==> src/hdl/header_length_tail_deframer_assert.svh <==
// Assertion macros for the deframer RTL.
// Included by hltd_parser, which carries the concurrent checks; needs no package.
`ifndef HEADER_LENGTH_TAIL_DEFRAMER_ASSERT_SVH
`define HEADER_LENGTH_TAIL_DEFRAMER_ASSERT_SVH

// Same-cycle implication, disabled in reset.
`define HLTD_ASSERT_IMP(lbl, clk, rst, ante, cons) \
  lbl: assert property (@(posedge clk) disable iff (rst) (ante) |-> (cons)) \
    else $error("%m: implication check failed");

// Next-cycle implication, disabled in reset.
`define HLTD_ASSERT_NEXT(lbl, clk, rst, ante, cons) \
  lbl: assert property (@(posedge clk) disable iff (rst) (ante) |=> (cons)) \
    else $error("%m: next-cycle check failed");

`endif

==> src/hdl/hltd_pkg.sv <==
// Types and constants for the header/length/tail deframer.
// Used by hltd_parser and header_length_tail_deframer; no dependencies.
package hltd_pkg;

  typedef enum logic [2:0] {
    PH_HDR0   = 3'd0,
    PH_HDR1   = 3'd1,
    PH_HDR2   = 3'd2,
    PH_HDR3   = 3'd3,
    PH_LEN_LO = 3'd4,
    PH_LEN_HI = 3'd5,
    PH_BODY   = 3'd6
  } phase_t;

  typedef enum logic [1:0] {
    KIND_PAYLOAD  = 2'd0,
    KIND_GOOD_END = 2'd1,
    KIND_BAD_END  = 2'd2
  } kind_t;

  localparam logic [1:0] CFG_HEADER_BYTES  = 2'd0;
  localparam logic [1:0] CFG_TAIL_VALUE    = 2'd1;
  localparam logic [1:0] CFG_CONTENT_LIMIT = 2'd2;

  localparam logic [15:0] CONTENT_LIMIT_RESET = 16'd65534;

  typedef struct packed {
    logic [31:0] header_bytes;
    logic [7:0]  tail_value;
    logic [15:0] content_limit;
  } hltd_cfg_t;

  typedef struct packed {
    logic        valid;
    kind_t       kind;
    logic [7:0]  payload_byte;
    logic [15:0] frame_bytes;
  } hltd_result_t;

endpackage

==> src/hdl/header_length_tail_deframer.sv <==
// Top level of the header/length/tail deframer: ports, config registers,
// input and output registers. Depends on hltd_pkg and hltd_parser.
//
//  channel | direction | handshake              | content
//  --------+-----------+------------------------+------------------------------
//  s_axis  | in        | s_axis_tvalid/tready   | tdata: rx_byte
//  m_axis  | out       | m_axis_tvalid/tready   | tdata: payload_byte, frame_bytes;
//          |           |                        | tuser: kind
//  cfg     | in        | cfg_valid/cfg_ready    | cfg_index, cfg_data
//
// One byte per cycle sustained while m_axis is not stalled; a body byte's word
// reaches m_axis through the input register, which loads at the accepting edge,
// and then the result register behind the parser.
// The parser's phase, length and position registers advance once per byte.
// rst is synchronous; it returns the parser to hunting, the config registers to
// defaults and clears both valid flags. A stalled m_axis holds its word; the input
// register keeps taking bytes until the word ahead of it cannot move.
module header_length_tail_deframer
  import hltd_pkg::*;
(
  input  logic        clk,
  input  logic        rst,
  input  logic        s_axis_tvalid,
  output logic        s_axis_tready,
  input  logic [7:0]  s_axis_tdata,   // [7:0] rx_byte
  output logic        m_axis_tvalid,
  input  logic        m_axis_tready,
  output logic [23:0] m_axis_tdata,   // [7:0] payload_byte, [23:8] frame_bytes
  output logic [1:0]  m_axis_tuser,   // [1:0] kind
  input  logic        cfg_valid,
  output logic        cfg_ready,
  input  logic [1:0]  cfg_index,
  input  logic [31:0] cfg_data
);

  hltd_cfg_t    cfg;
  hltd_result_t res;

  logic        in_valid;
  logic [7:0]  in_byte;
  logic        out_free;
  logic        step;

  logic [1:0]  out_kind;
  logic [7:0]  out_payload;
  logic [15:0] out_frame;

  assign cfg_ready = 1'b1;

  always_ff @(posedge clk) begin
    if (rst) begin
      cfg.header_bytes  <= '0;
      cfg.tail_value    <= '0;
      cfg.content_limit <= CONTENT_LIMIT_RESET;
    end else if (cfg_valid) begin
      case (cfg_index)
        CFG_HEADER_BYTES:  cfg.header_bytes  <= cfg_data;
        CFG_TAIL_VALUE:    cfg.tail_value    <= cfg_data[7:0];
        CFG_CONTENT_LIMIT: cfg.content_limit <= cfg_data[15:0];
        default: ;  // drop unknown index
      endcase
    end
  end

  assign out_free      = !m_axis_tvalid || m_axis_tready;
  assign step          = in_valid && out_free;
  assign s_axis_tready = !in_valid || out_free;

  always_ff @(posedge clk) begin
    if (rst) begin
      in_valid <= 1'b0;
    end else if (s_axis_tready) begin
      in_valid <= s_axis_tvalid;
    end
  end

  always_ff @(posedge clk) begin
    if (s_axis_tready && s_axis_tvalid) begin
      in_byte <= s_axis_tdata;
    end
  end

  hltd_parser u_parser (
    .clk     (clk),
    .rst     (rst),
    .step    (step),
    .rx_byte (in_byte),
    .cfg     (cfg),
    .res     (res)
  );

  always_ff @(posedge clk) begin
    if (rst) begin
      m_axis_tvalid <= 1'b0;
    end else if (res.valid) begin
      m_axis_tvalid <= 1'b1;
    end else if (m_axis_tready) begin
      m_axis_tvalid <= 1'b0;
    end
  end

  // load a new word only when the parser hands one over
  always_ff @(posedge clk) begin
    if (res.valid) begin
      out_kind    <= res.kind;
      out_payload <= res.payload_byte;
      out_frame   <= res.frame_bytes;
    end
  end

  assign m_axis_tdata = {out_frame, out_payload};
  assign m_axis_tuser = out_kind;

endmodule

==> src/hdl/hltd_parser.sv <==
// Frame parser: phase machine, length and position counters, result decode.
// Depends on hltd_pkg and header_length_tail_deframer_assert.svh.
`include "header_length_tail_deframer_assert.svh"

module hltd_parser
  import hltd_pkg::*;
(
  input  logic         clk,
  input  logic         rst,
  input  logic         step,
  input  logic [7:0]   rx_byte,
  input  hltd_cfg_t    cfg,
  output hltd_result_t res
);

  phase_t      phase, phase_next;
  logic [15:0] length_value, length_next;
  logic [15:0] byte_position, position_next;

  logic [15:0] length_full;
  logic        length_ok;
  logic        body_last;

  assign length_full = {rx_byte, length_value[7:0]};
  assign length_ok   = (length_full != 16'd0) &&
                       ({1'b0, length_full} <= ({1'b0, cfg.content_limit} + 17'd1));
  assign body_last   = ({1'b0, byte_position} + 17'd1) >= {1'b0, length_value};

  always_ff @(posedge clk) begin
    if (rst) begin
      phase         <= PH_HDR0;
      length_value  <= '0;
      byte_position <= '0;
    end else begin
      phase         <= phase_next;
      length_value  <= length_next;
      byte_position <= position_next;
    end
  end

  // next state
  always_comb begin
    phase_next    = phase;
    length_next   = length_value;
    position_next = byte_position;
    if (step) begin
      case (phase)
        PH_HDR0, PH_HDR1, PH_HDR2, PH_HDR3: begin
          if (rx_byte == cfg.header_bytes[8*phase[1:0] +: 8]) begin
            phase_next = phase_t'(phase + 3'd1);
          end else begin
            phase_next = PH_HDR0;
          end
        end
        PH_LEN_LO: begin
          length_next = {8'd0, rx_byte};
          phase_next  = PH_LEN_HI;
        end
        PH_LEN_HI: begin
          length_next = length_full;
          if (length_ok) begin
            phase_next    = PH_BODY;
            position_next = '0;
          end else begin
            phase_next = PH_HDR0;
          end
        end
        PH_BODY: begin
          if (body_last) begin
            phase_next    = PH_HDR0;
            position_next = '0;
          end else begin
            position_next = byte_position + 16'd1;
          end
        end
        default: begin
          // unused code hunts like the first header byte
          phase_next = (rx_byte == cfg.header_bytes[7:0]) ? PH_HDR1 : PH_HDR0;
        end
      endcase
    end
  end

  // outputs
  always_comb begin
    res.valid        = step && (phase == PH_BODY);
    res.kind         = KIND_PAYLOAD;
    res.payload_byte = '0;
    res.frame_bytes  = '0;
    if (body_last) begin
      res.kind        = (rx_byte == cfg.tail_value) ? KIND_GOOD_END : KIND_BAD_END;
      res.frame_bytes = length_value - 16'd1;
    end else begin
      res.payload_byte = rx_byte;
    end
  end

  `HLTD_ASSERT_IMP(a_pos_in_body, clk, rst, phase == PH_BODY, byte_position < length_value)
  `HLTD_ASSERT_NEXT(a_end_resyncs, clk, rst, res.valid && res.kind != KIND_PAYLOAD, phase == PH_HDR0)
  `HLTD_ASSERT_NEXT(a_len_enters_body, clk, rst, step && phase == PH_LEN_HI && length_ok, phase == PH_BODY && byte_position == 16'd0)
  `HLTD_ASSERT_IMP(a_body_len_nonzero, clk, rst, phase == PH_BODY, length_value != 16'd0)

endmodule
==> config.mk <==
export PLATFORM = sky130hd
export DESIGN_NAME = header_length_tail_deframer
export DESIGN_NICKNAME = d
export VERILOG_FILES = /design/src/hdl/hltd_pkg.sv /design/src/hdl/header_length_tail_deframer.sv /design/src/hdl/hltd_parser.sv
export VERILOG_INCLUDE_DIRS = /design/src /design/src/hdl
export SDC_FILE = /design/constraint.sdc
export NUM_CORES = 1
export LEC_CHECK = 0
export ABC_AREA = 0
export BUFFER_PORTS_ARGS = -buffer_cell sky130_fd_sc_hd__clkbuf_2
export CORE_UTILIZATION = 63
export CTS_CLUSTER_DIAMETER = 150
export DETAILED_ROUTE_END_ITERATION = 16
export GPL_ROUTABILITY_DRIVEN = 0
export HOLD_SLACK_MARGIN = 0.06
export PLACE_DENSITY = 0.83
export SYNTH_ARGS = -nofsm -noshare
export SYNTH_HDL_FRONTEND = slang
export SYNTH_SLANG_ARGS = --single-unit
==> constraint.sdc <==
create_clock -name clk -period 6.3 [get_ports clk]
set_input_delay 1.26 -clock clk [delete_from_list [all_inputs] [get_ports clk]]
set_output_delay 1.26 -clock clk [all_outputs]
set_load 0.01 [all_outputs]
* Yosys cells after proc, flatten, opt, wreduce, memory -nomap -nowiden *
Cells that the tools add are included.
W data, S select, Z words.

word-level totals
  flip-flop bits (word level) = 127
  output and inout port bits = 29
  word-level logic and storage cells = 69

cells by class
  add/subtract/negate cells = 5
  order comparisons = 2
  eq/ne operators = 13
  shift operators = 1
  muxes and demuxes = 12
  bitwise logic cells = 1
  reduce and logical (&&, ||, !) cells = 22

operators by type and width
  kind                     number
  $pmux W16 S2             2
  $add A16 B1 Y17 const B  2
  $mux W16                 2
  $shiftx A32 B6 Y8        1
  $eq A8 B8 Y1             3
  $ge A17 B16 Y1           1
  $le A16 B17 Y1           1
  $add A16 B1 Y16 const B  1
  $reduce_bool A16 Y1      1
  $sub A16 B1 Y16 const B  1
  $pmux W3 S4              1
  $reduce_and A2 Y1        5
  $eq A3 B3 Y1 const B     3
  $mux W3                  3
  $eq A3 B2 Y1 const B     2
  $reduce_and A3 Y1        2
  $reduce_bool A2 Y1       3
  $logic_and A1 B1 Y1      4
  $ne A2 B1 Y1 const B     2
  $reduce_or A4 Y1         1
  $add A3 B1 Y3 const B    1
  $eq A3 B1 Y1 const B     1
  $logic_not A3 Y1         1
  $mux W1                  3
  7 further kinds          9

* Longest topological paths before layout *
  depth in word-level cells = 5
  mapped depth = 15
  depth with buffers taken out = 13

* Cells and area by module *
Synthesis repeated with hierarchy kept, for this count alone.

second synthesis, totals
  cells, all modules = 757
  area total of the unflattened synthesis = 7275.7 µm²

modules (own cells, without submodules)
  module                       instances  cells each  area each (µm²)  sequential area each (µm²)
  hltd_parser                  1          475         3758.6           700.7
  header_length_tail_deframer  1          282         3517.1           2182.1

* Least setup slack after synthesis *
Ideal clock, no wire load.

  kind = register to register
  from = reg u_parser.byte_position[0]
  to = reg out_frame[10], data pin
  data arrival time = 3.196 ns
  required time = 6.034 ns
  path slack = 2.838 ns
  cell stages (with the launch flop) = 13
  clock period less this slack = 3.462 ns
  cells stage by stage = dfxtp_1 ha_1 nand3_1 nor4_1 xor2_1 ha_1 a211oi_1 o21ai_0 a22oi_1 nand2_1 a311oi_1 clkbuf_1 nor2_1

between the ends
  cells in the longest elaborated chain, start to end = 2

ends and longest elaborated chain
  element                 line                                text
  start, declared         hltd_parser.sv:18                   logic [15:0] byte_position, position_next;
  start signal, assigned  hltd_parser.sv:37                   byte_position <= position_next;
  $add A16 B1 Y17         hltd_parser.sv:27                   assign body_last = ({1'b0, byte_position} + 17'd1) >= {1'b0, length_value};
  $ge A17 B16 Y1          hltd_parser.sv:27
  end signal, assigned    header_length_tail_deframer.sv:107  out_frame <= res.frame_bytes;
  end, declared           header_length_tail_deframer.sv:46   logic [15:0] out_frame;

Every way passes these cells.
A chain may end at the register's enable or synchronous reset.

* Worst setup path after layout *
  from = reg u_parser.byte_position[0]
  to = reg u_parser.phase[2]

between the ends
  cells in the longest elaborated chain, start to end = 4

ends and longest elaborated chain
  element                             line               text
  $add A16 B1 Y17                     hltd_parser.sv:27
  $ge A17 B16 Y1                      hltd_parser.sv:27
  $ne A2 B1 Y1 (no source line)       --
  $reduce_and A2 Y1 (no source line)  --
  end signal, assigned                hltd_parser.sv:35  phase <= phase_next;
  end, declared                       hltd_parser.sv:16  phase_t phase, phase_next;

Every way passes these cells.

==> results.md <==
- Status: finished, final reports clean
- Final setup TNS: 0 ps
- Fin nets: 897
- Initial core utilization: 0.650
- Tcrit/Tclk final: 0.714
- Die X-Extent: approximately 110 um
- Crit-path max FO: 17
- Worst-Skew Late Latency: 550 ps
- Synth async-reset ratio: 0
- Vias: 5,811
- CTS tree: yes
- MaxCap Viol Count: 0
- Endpoint, Worst Hold: cfg[38]
- CP Launch Type: register
- Antenna-violating nets left: 0
- Pre-CTS setup slack: between 2000 and 2500 ps
- Die height: ~110 um
- Clock sinks: between 100 and 150
- Yosys cell types: 52
- # port buffers: 74
- Core area: around 10,000 sq um
- Reg2reg start: u_parser.byte_position[0]
- Leakage: between 3 and 4 nW
- Full die area: 11,100 sq um
- Post-CTS setup buffer count: 0
- PwrDens: 255 nW/um^2
- Worst IR drop on VDD: just under 0.0002 V
- Count of final setup violators: 0
- Ys Warns: 0
- Synth cell count leaders: nand2_1 (127), dfxtp_1 (93), nor2_1 (61)
- Area share of the largest cell type after synthesis: 0.276
- Post-synth EDFFs: 34
- Hold path cells: 2
- Total Routing Usage GR: 0.324
- Hold Vio Cnt, Final: 0
- Mean Syn Cell Area: between 8 and 9 sq um
- Footprint of the multi-input gates: 3600 sq um
- Fillcell total: 747
- Total CTS buffers: 17
- Syn nets: roughly 840
- Clock-pin slew on the worst setup and hold paths: 60 ps
- Worst-case reg-to-reg path depth: 12
- Dpl hpwl: about 12,000 um
- Tmin final: 4500 ps
- Most numerous cell in the Yosys netlist: nand2_1
- DRC violations left: 0
- Critical path type: reg2reg
- RSZ-0062 raised after global routing: no
- Seq. cell area: 2880 sq um
- Wire length per cell: 17.5 um
- First-pass GRT wire length: 27,600 um
- RR Endpoint: u_parser.phase[2]
- R2r setup slk: around 1800 ps
- Vias per cell: 6.06
- Worst slew margin: 0.307
- Cts repair resizes: 0
- Worst Tran Pin Value: 1030 ps
- Critical path arrival: ~4900 ps
- Synth top area cells: dfxtp_1 (28%), edfxtp_1 (15%), ha_1 (7.4%)
- H-tree depth: 4
- Root Buffer: clkbuf_8
- Vias in the first global route: 5,678
- Cells after Synth: 754
- Row Count: 37
- Mapped cell area: 6740 sq um
- Share of cells above drive strength 1: 0.148
- Area leader, netlist: dfxtp_1
- DRT iter0 DRCs: between 300 and 400
- Area delta synth->final: 14.5%
- Synth Flop Type: dfxtp_1
- Clock tree buffer depth: 2
- Hold Buf Count CTS: 0
- Worst Setup End Kind: register
- WL final: 16,800 um
- Fmax: 0.222 GHz
- Initial antenna violation count: 0
- # diodes: 0
- Hold Slack: 457 ps
- First-pass DRT Iterations: 5
- Ports: 76
- Critical path data required time: ~6700 ps
- #FFs+latches synth: 127
- Total congestion overflow: 0
- Hold WC Path Type: reg2reg
- Post-layout util: 0.745
- Final Max Tran Viols: 0
- Seq/Total Area, Yosys: 0.427
- Setup ws final: 1800 ps
- Largest net degree at the start of global routing: 71
- Hold Crit Start: cfg[38]
- Clk_skew: 10.4 ps
state kept, by name, indices dropped and copies added (netlist names):
name,flops
cfg,56
in_valid,1
m_axis_tvalid,1
in_byte,8
out_payload,8
out_frame,16
u_parser.length_value,16
u_parser.phase,3
m_axis_tuser,2
u_parser.byte_position,16
layout make-up:
type | instances | area share
inverters | 30 | 0.0146
multi-input cells | 557 | 0.466
clock inverters | 12 | 0.0186
well taps | 136 | 0.0220
repair buffers | 77 | 0.0509
clock buffers | 20 | 0.0551
flip-flops and latches | 127 | 0.373
power by group:
group	switching, mW	total [mW]	internal [mW]
Combinational	0.0705	0.125	0.0549
Sequential	0.0323	0.887	0.854
Clock	0.357	0.955	0.598
Total	0.460	1.97	1.51
worst max-delay path by stage:
stage,startpoint,end,cells after the start
after global placement,u_parser.byte_position[0],u_parser.phase[2],12
after CTS,u_parser.byte_position[0],u_parser.phase[2],12
final,u_parser.byte_position[0],u_parser.phase[2],12
after floorplan,u_parser.byte_position[0],out_frame[10],12
after global routing,u_parser.byte_position[0],u_parser.phase[2],12
after detailed placement,u_parser.byte_position[0],u_parser.phase[2],12
worst max-delay path: stages, from the launching register on:
cell      delay, ps
dfxtp_1         440
ha_1            300
nand3_1         250
nor4_1          720
xor2_1          170
ha_1            370
nand4_1         120
o41ai_1         480
a311oi_1        150
nand3_1         480
nand3_1         330
o311ai_0        420
o41ai_1         140
logic make-up (layout without fill, tap and decap cells):
family	Yosys count	count (layout)	synth area share
AO/OA/AOI/OAI	114	114	0.104
XOR/XNOR	64	64	0.0831
adder cells (fa/ha/maj)	40	40	0.0742
buffers and inverters	70	139	0.0408
flip-flops	127	127	0.427
multiplexers	24	24	0.0505
other	1	1	0.000556
AND/OR/NAND/NOR	314	314	0.219
per-layer routing:
metal / GRT usage / vias up / part of all wire
met3: 0.0866 / 49 / 0.076
met2: 0.522 / 256 / 0.48
met4: 0.163 / 0 / 0.032
met5: 0 / - / 0
li1: - / 2760 / -
met1: 0.401 / 2746 / 0.41
placed cells by master (no fill, tap or decap), drive strengths merged, types with 8 or more instances in the layout:
master and n:
a21oi 55, a22oi 9, and2 12, and3 13, clkbuf 94, dfxtp 93
edfxtp 34, ha 40, inv 30, mux2i 16, mux4 8, nand2 127
nand3 47, nand4 13, nor2 61, nor3 8, nor4 9, o21ai 19
o31ai 8, xnor2 44, xor2 20
per-stage QoR:
step | power (mW) | cell area (sq um) | cells
4_1_cts | 1.97 | 7720 | 959
6_report | 1.97 | 7720 | 959
5_1_grt | 2.03 | 7720 | 959
3_3_place_gp | 1.02 | 7160 | 927
2_1_floorplan | 0.977 | 6740 | 754
3_5_place_dp | 1.03 | 7160 | 927
No activity file was read; power rests on OpenSTA's default activity.
